## src/hw/rtl/assert_macros.svh

```systemverilog
// assertion helpers, sampled on clk and held off while reset is asserted
`ifndef ASSERT_MACROS_SVH
`define ASSERT_MACROS_SVH

// property must hold at every clock edge
`define ASSERT_CHK(lbl, prop, msg) \
  lbl: assert property (@(posedge clk) disable iff (!rst_n) (prop)) else $error(msg);

// expression must never be true
`define ASSERT_NEVER(lbl, expr, msg) \
  lbl: assert property (@(posedge clk) disable iff (!rst_n) !(expr)) else $error(msg);

`endif

```

## src/hw/rtl/ccfd_pkg.sv

```systemverilog
`default_nettype none
package ccfd_pkg;

  localparam int MAX_FRAME_BYTES = 256;
  localparam int LIM_CAP_I = (MAX_FRAME_BYTES < 256) ? MAX_FRAME_BYTES : 256;
  localparam logic [8:0] LIM_CAP = 9'(LIM_CAP_I);
  localparam logic [8:0] CFG_RESET = 9'd256;

  localparam logic [31:0] CRC_INIT = 32'hFFFF_FFFF;
  localparam logic [31:0] CRC_POLY = 32'hEDB8_8320;
  localparam logic [7:0] CODE_MAX = 8'hFF;
  localparam logic [7:0] DELIM = 8'h00;
  localparam logic [2:0] DLY_FULL = 3'd4;

  localparam logic [2:0] ST_OK = 3'd0;
  localparam logic [2:0] ST_COBS_ERR = 3'd1;
  localparam logic [2:0] ST_SHORT = 3'd2;
  localparam logic [2:0] ST_CRC_ERR = 3'd3;
  localparam logic [2:0] ST_TOO_LONG = 3'd4;

  typedef struct packed {
    logic       is_end;
    logic [7:0] pbyte;
    logic [2:0] status;
    logic [7:0] plen;
  } res_t;

  // reflected crc-32, one byte
  function automatic logic [31:0] crc_byte(input logic [31:0] crc, input logic [7:0] b);
    logic [31:0] c;
    c = crc ^ {24'd0, b};
    for (int k = 0; k < 8; k++) begin
      c = c[0] ? ((c >> 1) ^ CRC_POLY) : (c >> 1);
    end
    return c;
  endfunction

endpackage
`default_nettype wire

```

## src/hw/rtl/ccfd_cobs_core.sv

```systemverilog
`default_nettype none
`include "assert_macros.svh"
module ccfd_cobs_core (
  input  wire logic            clk,
  input  wire logic            rst_n,
  input  wire logic            fire,
  input  wire logic [7:0]      byte_i,
  input  wire logic [8:0]      lim_i,
  output logic                 has_res,
  output ccfd_pkg::res_t       res
);

  logic [7:0]  rem_r, rem_nxt;
  logic        cmax_r, cmax_nxt;
  logic        started_r, started_nxt;
  logic [7:0]  dly_r [4];
  logic [7:0]  dly_nxt [4];
  logic [2:0]  fill_r, fill_nxt;
  logic [31:0] crc_r, crc_nxt;
  logic [8:0]  cnt_r, cnt_nxt;
  logic        ovf_r, ovf_nxt;

  logic        push_en;
  logic [7:0]  push_val;
  logic [31:0] rx_crc;

  assign rx_crc = {dly_r[3], dly_r[2], dly_r[1], dly_r[0]};

  always_comb begin
    rem_nxt = rem_r;
    cmax_nxt = cmax_r;
    started_nxt = started_r;
    dly_nxt = dly_r;
    fill_nxt = fill_r;
    crc_nxt = crc_r;
    cnt_nxt = cnt_r;
    ovf_nxt = ovf_r;
    has_res = 1'b0;
    res = '0;
    push_en = 1'b0;
    push_val = '0;
    if (byte_i == ccfd_pkg::DELIM) begin
      if (started_r) begin
        has_res = 1'b1;
        res.is_end = 1'b1;
        res.plen = (cnt_r >= 9'd4) ? 8'(cnt_r - 9'd4) : 8'd0;
        if (ovf_r) begin
          res.status = ccfd_pkg::ST_TOO_LONG;
        end else if (rem_r != 8'd0) begin
          res.status = ccfd_pkg::ST_COBS_ERR;
        end else if (cnt_r < 9'd4) begin
          res.status = ccfd_pkg::ST_SHORT;
        end else if (rx_crc == ~crc_r) begin
          res.status = ccfd_pkg::ST_OK;
        end else begin
          res.status = ccfd_pkg::ST_CRC_ERR;
        end
        rem_nxt = '0;
        cmax_nxt = 1'b0;
        started_nxt = 1'b0;
        fill_nxt = '0;
        crc_nxt = ccfd_pkg::CRC_INIT;
        cnt_nxt = '0;
        ovf_nxt = 1'b0;
      end
    end else begin
      if (rem_r == 8'd0) begin
        // code byte: implied zero between blocks unless last code was 0xff
        push_en = started_r && !cmax_r;
        rem_nxt = byte_i - 8'd1;
        cmax_nxt = (byte_i == ccfd_pkg::CODE_MAX);
      end else begin
        push_en = 1'b1;
        push_val = byte_i;
        rem_nxt = rem_r - 8'd1;
      end
      started_nxt = 1'b1;
      if (push_en && !ovf_r) begin
        if (cnt_r >= lim_i) begin
          ovf_nxt = 1'b1;
        end else begin
          cnt_nxt = cnt_r + 9'd1;
          if (fill_r == ccfd_pkg::DLY_FULL) begin
            has_res = 1'b1;
            res.pbyte = dly_r[0];
            crc_nxt = ccfd_pkg::crc_byte(crc_r, dly_r[0]);
            dly_nxt[0] = dly_r[1];
            dly_nxt[1] = dly_r[2];
            dly_nxt[2] = dly_r[3];
            dly_nxt[3] = push_val;
          end else begin
            dly_nxt[fill_r[1:0]] = push_val;
            fill_nxt = fill_r + 3'd1;
          end
        end
      end
    end
  end

  always_ff @(posedge clk) begin
    if (!rst_n) begin
      rem_r <= '0;
      cmax_r <= 1'b0;
      started_r <= 1'b0;
      fill_r <= '0;
      crc_r <= ccfd_pkg::CRC_INIT;
      cnt_r <= '0;
      ovf_r <= 1'b0;
    end else if (fire) begin
      rem_r <= rem_nxt;
      cmax_r <= cmax_nxt;
      started_r <= started_nxt;
      fill_r <= fill_nxt;
      crc_r <= crc_nxt;
      cnt_r <= cnt_nxt;
      ovf_r <= ovf_nxt;
    end
  end

  always_ff @(posedge clk) begin
    if (fire) begin
      dly_r <= dly_nxt;
    end
  end

  `ASSERT_NEVER(a_fill_range, fill_r > ccfd_pkg::DLY_FULL, "delay line fill beyond four")
  `ASSERT_NEVER(a_cnt_range, cnt_r > ccfd_pkg::LIM_CAP, "decoded count beyond cap")
  `ASSERT_CHK(a_pay_full, (fire && has_res && !res.is_end) |-> (fill_r == ccfd_pkg::DLY_FULL), "payload left a partly filled delay line")
  `ASSERT_CHK(a_end_clear, (fire && byte_i == ccfd_pkg::DELIM) |=> (cnt_r == 9'd0 && !started_r), "frame state not cleared at delimiter")

endmodule
`default_nettype wire

```

## src/hw/rtl/ccfd_out_reg.sv

```systemverilog
`default_nettype none
`include "assert_macros.svh"
module ccfd_out_reg (
  input  wire logic            clk,
  input  wire logic            rst_n,
  input  wire logic            load,
  input  wire ccfd_pkg::res_t  d,
  input  wire logic            ready,
  output logic                 valid,
  output ccfd_pkg::res_t       q,
  output logic                 can_load
);

  logic           valid_r;
  ccfd_pkg::res_t q_r;

  assign can_load = !valid_r || ready;
  assign valid = valid_r;
  assign q = q_r;

  always_ff @(posedge clk) begin
    if (!rst_n) begin
      valid_r <= 1'b0;
    end else if (load) begin
      valid_r <= 1'b1;
    end else if (ready) begin
      valid_r <= 1'b0;
    end
  end

  always_ff @(posedge clk) begin
    if (load) begin
      q_r <= d;
    end
  end

  `ASSERT_NEVER(a_no_overwrite, load && !can_load, "result register overwritten before transfer")
  `ASSERT_CHK(a_status_only_end, (valid_r && !q_r.is_end) |-> (q_r.status == ccfd_pkg::ST_OK && q_r.plen == 8'd0), "payload transfer carries status fields")
  `ASSERT_NEVER(a_status_range, valid_r && q_r.status > ccfd_pkg::ST_TOO_LONG, "status code out of range")

endmodule
`default_nettype wire

```

## src/hw/rtl/cobs_crc32_frame_decoder.sv

```systemverilog
// channel   dir  handshake              payload
// in_       in   in_tvalid/in_tready    in_tdata[7:0] rx_byte
// out_      out  out_tvalid/out_tready  out_tlast is_frame_end, out_tdata payload/status/length
// cfg_      in   cfg_wr_en              cfg_wr_data[8:0] max_decoded_bytes
//
// one byte per cycle sustained unless out_tready stalls a result
// the cobs/crc step is a single pass between the input register and the result register
// reset (rst_n low, synchronous) clears frame state and sets the limit to 256
// a stalled result holds; bytes with no result pass, one with a result waits in in_byte_r
`default_nettype none
module cobs_crc32_frame_decoder (
  input  wire logic        clk,
  input  wire logic        rst_n,
  input  wire logic        in_tvalid,
  output logic             in_tready,
  input  wire logic [7:0]  in_tdata,    // [7:0] rx_byte
  output logic             out_tvalid,
  input  wire logic        out_tready,
  output logic             out_tlast,   // is_frame_end
  output logic [23:0]      out_tdata,   // [7:0] payload_byte, [10:8] frame_status,
                                        // [18:11] payload_length, [23:19] zero
  input  wire logic        cfg_wr_en,
  input  wire logic [8:0]  cfg_wr_data
);

  logic           in_v_r;
  logic [7:0]     in_byte_r;
  logic [8:0]     max_r;
  logic [8:0]     lim;
  logic           has_res;
  logic           adv;
  logic           can_load;
  ccfd_pkg::res_t res;
  ccfd_pkg::res_t oq;

  assign lim = (max_r > ccfd_pkg::LIM_CAP) ? ccfd_pkg::LIM_CAP : max_r;

  // bytes with no result never wait on the output side
  assign adv = in_v_r && (!has_res || can_load);
  assign in_tready = !in_v_r || adv;

  always_ff @(posedge clk) begin
    if (!rst_n) begin
      in_v_r <= 1'b0;
    end else if (in_tready) begin
      in_v_r <= in_tvalid;
    end
  end

  always_ff @(posedge clk) begin
    if (in_tready && in_tvalid) begin
      in_byte_r <= in_tdata;
    end
  end

  always_ff @(posedge clk) begin
    if (!rst_n) begin
      max_r <= ccfd_pkg::CFG_RESET;
    end else if (cfg_wr_en) begin
      max_r <= cfg_wr_data;
    end
  end

  ccfd_cobs_core u_core (
    .clk     (clk),
    .rst_n   (rst_n),
    .fire    (adv),
    .byte_i  (in_byte_r),
    .lim_i   (lim),
    .has_res (has_res),
    .res     (res)
  );

  ccfd_out_reg u_out (
    .clk      (clk),
    .rst_n    (rst_n),
    .load     (adv && has_res),
    .d        (res),
    .ready    (out_tready),
    .valid    (out_tvalid),
    .q        (oq),
    .can_load (can_load)
  );

  assign out_tlast = oq.is_end;
  assign out_tdata = {5'd0, oq.plen, oq.status, oq.pbyte};

endmodule
`default_nettype wire
```

## config.mk

```make
export PLATFORM = sky130hd
export DESIGN_NAME = cobs_crc32_frame_decoder
export DESIGN_NICKNAME = d
export VERILOG_FILES = /design/src/hw/rtl/ccfd_pkg.sv /design/src/hw/rtl/ccfd_cobs_core.sv /design/src/hw/rtl/ccfd_out_reg.sv /design/src/hw/rtl/cobs_crc32_frame_decoder.sv
export VERILOG_INCLUDE_DIRS = /design/src /design/src/hw/rtl
export SDC_FILE = /design/constraint.sdc
export NUM_CORES = 1
export LEC_CHECK = 0
export ABC_AREA = 1
export BUFFER_PORTS_ARGS = -buffer_cell sky130_fd_sc_hd__buf_4
export CORE_MARGIN = 8
export CORE_UTILIZATION = 51
export CTS_BUF_LIST = sky130_fd_sc_hd__clkbuf_4 sky130_fd_sc_hd__clkbuf_8 sky130_fd_sc_hd__clkbuf_16
export DETAILED_ROUTE_END_ITERATION = 10
export PLACE_DENSITY = 0.74
export SYNTH_ARGS = -nofsm -noshare
export SYNTH_HDL_FRONTEND = slang
export SYNTH_HIERARCHICAL = 1
export SYNTH_SLANG_ARGS = --single-unit
export TNS_END_PERCENT = 50
```

## constraint.sdc

```tcl
create_clock -name clk -period 4.9 [get_ports clk]
set_clock_uncertainty 0.05 [all_clocks]
set_input_delay 0.245 -clock clk [delete_from_list [all_inputs] [get_ports clk]]
set_output_delay 0.245 -clock clk [all_outputs]
set_load 0.01 [all_outputs]
```

==> impl_metrics.tcl, run 1 <==
set metrics [dict create \
    cts.path.max_buffers 2 \
    ys_seq_area_frac 0.432 \
    final_util 0.603 \
    wirelength_mm 18.2 \
    max_slew_margin 0.433 \
    rr_startpoint "max_r[6]" \
    synth_cells 947 \
    ys_types 47 \
    finalSetupTns_ns 0 \
    leakagePower_nw 3.88 \
    maxCapViolations 0 \
    firstDrtPassIters 6 \
    place_ws_ns 0.956 \
    coreArea_um2 13900 \
    via_per_inst 5.35 \
    power_density_nw_per_um2 410 \
    clockRootBuffer "clkbuf_16" \
    cts-buffers-inserted 17 \
    crit_path_frequent_cell "nand2_1" \
    critical_path_depth 21 \
    reg2reg_depth 21 \
    finalWorstSetupSlack_ns 0.890 \
    outcome "finished clean" \
    peakVddDrop_uv 292 \
    cp_top_family "simple AND/OR/NAND/NOR gates" \
    gp_congestion 0.887 \
    cts_resized 0 \
    worstPathMaxFanout 14 \
    drtIter0Drc 621 \
    synth_area_um2 7230 \
    slew_viol_final 0 \
    setup_viol 0 \
    grt_pass1_wl_mm 29.6 \
    synth_edf_count 60 \
    ys_seq_elements 126 \
    crit_required_ns 5.18 \
    path_cells "nor2_1, nand2_1, nor2_2, nor2_4, nor2_1, inv_1, ha_1, nand2_1, nor2_1, o211ai_1, nand3_1, inv_1, nand3_1, nand2_1, a21boi_0, nand2_2, a21oi_2, nand2_1, inv_1, nand3_1, a21oi_1" \
    syn_to_final_growth_pct 15.8 \
    fin_nets 1040 \
    crit_end "u_core/cnt_r[2]" \
    chipHeight_um 135 \
    avgSynthCellArea_um2 7.64 \
    antenna_found_initial 0 \
    synth_warnings 6 \
    startpoint_type "register" \
    antenna_cells 0 \
    tightest_slew_ns 0.850 \
    final.period_utilization 0.818 \
    wl_per_cell_um 15.3 \
    regArea_um2 3120 \
    die_x_um 135 \
    r2r_end "u_core/cnt_r[2]" \
    synth_ff_type "dfxtp_1" \
    clk_transition_reported_paths_ns 0.06 \
    slowest_stage "a21boi_0" \
    die_area_um2 18200 \
    clock-sinks 126 \
    drive_gt1_frac 0.110 \
    grtUsageTotal 0.205 \
    cts_tree "yes" \
    cp_num_buf_inv 3 \
    via_count 6363 \
    postSynth.asyncResetShare 0 \
    hp-class "input pin to register" \
    row_count 43 \
    multi_input_area_um2 3490 \
    finalPower_mw 3.44 \
    grt_max_degree 38 \
    start_util 0.521 \
    cp-startpoint "max_r[6]" \
    drc_errors 0 \
    io_buffers 43 \
    finalCriticalPeriod_ns 4.01 \
    final_hold_viol_count 0 \
    final_common_cell "nand2_1" \
    worstSetupPathType "register to register" \
    clkLatencyLatePin_ns 0.42 \
    cp.arrival_ns 4.29 \
    endpoint_kind "register" \
    detail-route-antenna-nets 0 \
    nFillCells 1212 \
    rrSetupSlack_ns 0.89 \
    h-tree-depth 4 \
    hpwl_mm 13.1 \
    ios 49 \
    grt.overflow.total 0 \
    grt_pass1_vias 6017 \
    final_cell_mix "nand2_1 (251), inv_1 (116), nor2_1 (90)" \
    cp_slowest_stage_delay_ns 0.43 \
    rsz0062_at_grt "no" \
    clock.fmax_mhz 249 \
    holdWs_ns 0.0163 \
]
-- area by class of cell --
class,instances,share of cell area
Multi-Input combinational cell,673,0.417
Tap cell,180,0.0269
Inverter,122,0.0550
Timing Repair Buffer,56,0.0529
Sequential cell,126,0.373
Clock buffer,21,0.0559
Clock inverter,11,0.0196
-- what timing repair did --
action                                 in CTS  in global routing
endpoints found under the hold margin       9                  0
buffers inserted                            0                  0
hold buffers                                9                  0
-- cell usage after synthesis, drive strengths merged, types with 3 or more instances --
library cell / number / share of area
nand4: 7 / 0.0069
dfxtp: 66 / 0.18
o22ai: 13 / 0.011
inv: 121 / 0.063
or2: 9 / 0.0078
xor2: 42 / 0.053
xnor2: 15 / 0.020
buf: 18 / 0.017
clkbuf: 12 / 0.0076
edfxtp: 60 / 0.25
ha: 22 / 0.038
o211ai: 3 / 0.0031
nor2: 93 / 0.051
nand2: 260 / 0.14
nor3: 6 / 0.0042
o21a: 4 / 0.0042
o2111ai: 3 / 0.0036
a21oi: 71 / 0.050
o21ai: 58 / 0.040
nand3: 51 / 0.036
-- routing by layer --
metal | part of all wire | global-route usage
met1 | 0.45 | 0.261
met2 | 0.47 | 0.329
met3 | 0.072 | 0.0550
met4 | 0.016 | 0.0679
met5 | 0 | 0
-- where the power goes --
part           switching [mW]  internal (mW)
Sequential             0.0415           1.16
Clock                   0.457          0.886
Combinational           0.601          0.290
Total                    1.10           2.34
-- registers in the layout (all words and copies together), names as in the netlist, 3 cells and up --
signal,count
u_core/crc_r,32
u_core/dly_r,32
u_out/q,20
max_r,9
u_core/cnt_r,9
in_byte_r,8
u_core/rem_r,8
u_core/fill_r,3
-- cells by family (layout without fill, tap and decap cells) --
logic type	after synthesis	count (layout)	synth area share
adders and majority gates	22	22	0.0381
buffers and inverters	152	210	0.0879
other	1	5	0.000518
AOI/OAI and AO/OA	159	159	0.119
and+or+nand+nor	430	430	0.249
DFF	126	126	0.432
xor gates and xnor gates	57	57	0.0732
-- worst min-delay path by stage --
stage	cells past startpoint	end	start
2_1_floorplan	1	max_r[8]	rst_n
3_3_place_gp	1	in_byte_r[2]	in_tdata[2]
3_5_place_dp	1	in_byte_r[7]	in_tdata[7]
4_1_cts	2	max_r[8]	cfg_wr_en
5_1_grt	2	max_r[8]	cfg_wr_en
6_report	2	max_r[8]	cfg_wr_en
-- stage by stage --
step	cells	cell area (µm²)
2_1_floorplan	951	7250
3_3_place_gp	1148	7650
3_5_place_dp	1148	7650
4_1_cts	1189	8370
5_1_grt	1189	8370
6_report	1189	8370
-- worst register-to-register path: stages (launching register included) --
cell	delay (ns)
dfxtp_1	0.31
nor2_1	0.10
nand2_1	0.07
nor2_2	0.14
nor2_4	0.07
nor2_1	0.09
inv_1	0.05
ha_1	0.29
nand2_1	0.05
nor2_1	0.13
o211ai_1	0.10
nand3_1	0.13
inv_1	0.07
nand3_1	0.31
nand2_1	0.15
a21boi_0	0.43
nand2_2	0.23
a21oi_2	0.24
nand2_1	0.31
inv_1	0.31
nand3_1	0.11
a21oi_1	0.15
Note: power is estimated with default switching activity, not from simulation.
==> run 2: changes to the inputs <==
Clock period 4.9 ns to 4.2 ns, I/O delays scaled along.
==> run 2 against run 1 <==
Against the previous run: critical path depth is 2 higher; flip-flop and latch count stayed put; sequential share of layout area hardly changed; worst setup slack worse by 0.41 ns; critical path type unchanged; critical endpoint is now u_core/crc_r[13]; highest routed layer unchanged.
==> impl_metrics.tcl, run 2 (synthesis results as in run 1) <==
set metrics [dict create \
    outcome "finished clean" \
    wl_per_cell_um 15.1 \
    maxCapViolations 0 \
    max_slew_margin 0.457 \
    slew_viol_final 0 \
    grtUsageTotal 0.206 \
    leakagePower_nw 3.87 \
    firstDrtPassIters 5 \
    hp-class "input pin to register" \
    clock.fmax_mhz 269 \
    drtIter0Drc 652 \
    syn_to_final_growth_pct 15.8 \
    startpoint_type "register" \
    drive_gt1_frac 0.108 \
    hpwl_mm 12.9 \
    grt_pass1_wl_mm 29.7 \
    nFillCells 1241 \
    p_comb_frac 0.266 \
    wirelength_mm 18.1 \
    place_ws_ns 0.246 \
    crit_path_frequent_cell "nand2_1" \
    seq_power_share 0.359 \
    finalWorstSetupSlack_ns 0.482 \
    grt_max_degree 38 \
    cts-buffers-inserted 17 \
    worstPathMaxFanout 21 \
    p_sw_frac 0.325 \
    slowest_stage "nand3_2" \
    p_clk_frac 0.375 \
    final_common_cell "nand2_1" \
    grt_pass1_vias 5854 \
    antenna_cells 0 \
    die_area_um2 18200 \
    final_hold_viol_count 0 \
    via_per_inst 5.27 \
    finalCriticalPeriod_ns 3.72 \
    start_util 0.521 \
    io_buffers 43 \
    cts_tree "yes" \
    cp.arrival_ns 3.97 \
    grt.overflow.total 0 \
    drc_errors 0 \
    p_int_mw 2.63 \
    detail-route-antenna-nets 0 \
    h-tree-depth 4 \
    setup_viol 0 \
    clkLatencyLatePin_ns 0.42 \
    cts.path.max_buffers 2 \
    post_cts_buffers 0 \
    p_switching_mw 1.27 \
    clk_transition_reported_paths_ns 0.05 \
    ios 49 \
    via_count 6288 \
    peakVddDrop_uv 426 \
    rsz0062_at_grt "no" \
    worstSetupPathType "register to register" \
    die_x_um 135 \
    finalSetupTns_ns 0 \
    clockRootBuffer "clkbuf_16" \
    tightest_slew_ns 0.814 \
    endpoint_kind "register" \
    final.period_utilization 0.885 \
    crit_required_ns 4.45 \
    final_cell_mix "nand2_1 (251), inv_1 (116), nor2_1 (90)" \
    fin_nets 1045 \
    cp_slowest_stage_delay_ns 0.37 \
    row_count 43 \
    clock-sinks 126 \
    chipHeight_um 135 \
    antenna_found_initial 0 \
    gp_congestion 0.934 \
    coreArea_um2 13900 \
    power_density_nw_per_um2 465 \
    path_cells "nor2_1, nand2_1, nor2_2, nor2_4, nor2_1, inv_1, ha_1, nand2_1, inv_1, nor2_1, o21ai_0, nand2_1, nand3_1, inv_1, nand3_1, nand2_1, a21boi_1, nand2_2, a21oi_2, nand3_2, buf_4, a21oi_1, nand2_1" \
]
-- run 2: area by class of cell --
class,count,area (µm²),share of cell area
clock inverter,13,148,0.0176
timing repair buffer,61,488,0.0582
clock buffer,19,440,0.0526
tap,180,225,0.0269
inverter,122,465,0.0555
sequential,126,3120,0.373
multi-input combinational,673,3490,0.416
-- run 2: repair_timing --
item                       in CTS  in global routing
hold buffers                   12                  0
hold endpoints to repair       10                  0
gates resized for setup         0                  4
setup endpoints to repair       0                 67
-- run 2: path summary, 6_finish.rpt --
kind                                      from               end  slack, ns  depth (start not counted)
worst min register to register        max_r[1]          max_r[1]       0.43                          2
worst min-delay path            cfg_wr_data[5]          max_r[5]       0.04                          3
worst max-delay path                  max_r[4]  u_core/crc_r[13]       0.48                         23
worst max register to register        max_r[4]  u_core/crc_r[13]       0.48                         23
-- run 2: metrics by stage --
| stage | utilization | cell area [µm²] | hold WS (ns) | cells | total power [mW] |
|---|---|---|---|---|---|
| after floorplan | - | 7250 | 0.259 | 951 | 2.20 |
| after global placement | 0.552 | 7670 | 0.339 | 1150 | 2.42 |
| after detailed placement | 0.552 | 7670 | 0.339 | 1150 | 2.43 |
| after CTS | 0.603 | 8370 | 0.0100 | 1194 | 3.91 |
| after global routing | 0.604 | 8380 | 0.0445 | 1194 | 4.13 |
| final | 0.604 | 8380 | 0.0352 | 1194 | 3.90 |
-- run 2: routing by layer --
metal | global-route usage | part of all wire | up-vias
li1 | - | - | 3161
met1 | 0.273 | 0.45 | 2871
met2 | 0.322 | 0.46 | 226
met3 | 0.0435 | 0.069 | 30
met4 | 0.0771 | 0.021 | 0
met5 | 0 | 0 | -
-- run 2: power groups by stage --
stage               Sequential, mW  Combinational [mW]  Clock (mW)
floorplan                     1.41               0.789           0
detailed placement            1.42                1.01           0
global route                  1.41                1.19        1.54
global placement              1.42               0.996           0
finish                        1.40                1.04        1.46
CTS                           1.40                1.03        1.48
-- run 2: critical path, delay by kind of cell, from the launching register on --
kind,cells,cell delay (ns)
fa+ha+maj,1,0.28
simple gates,14,1.57
buf+inv,4,0.53
flops,1,0.30
compound gates,4,0.86
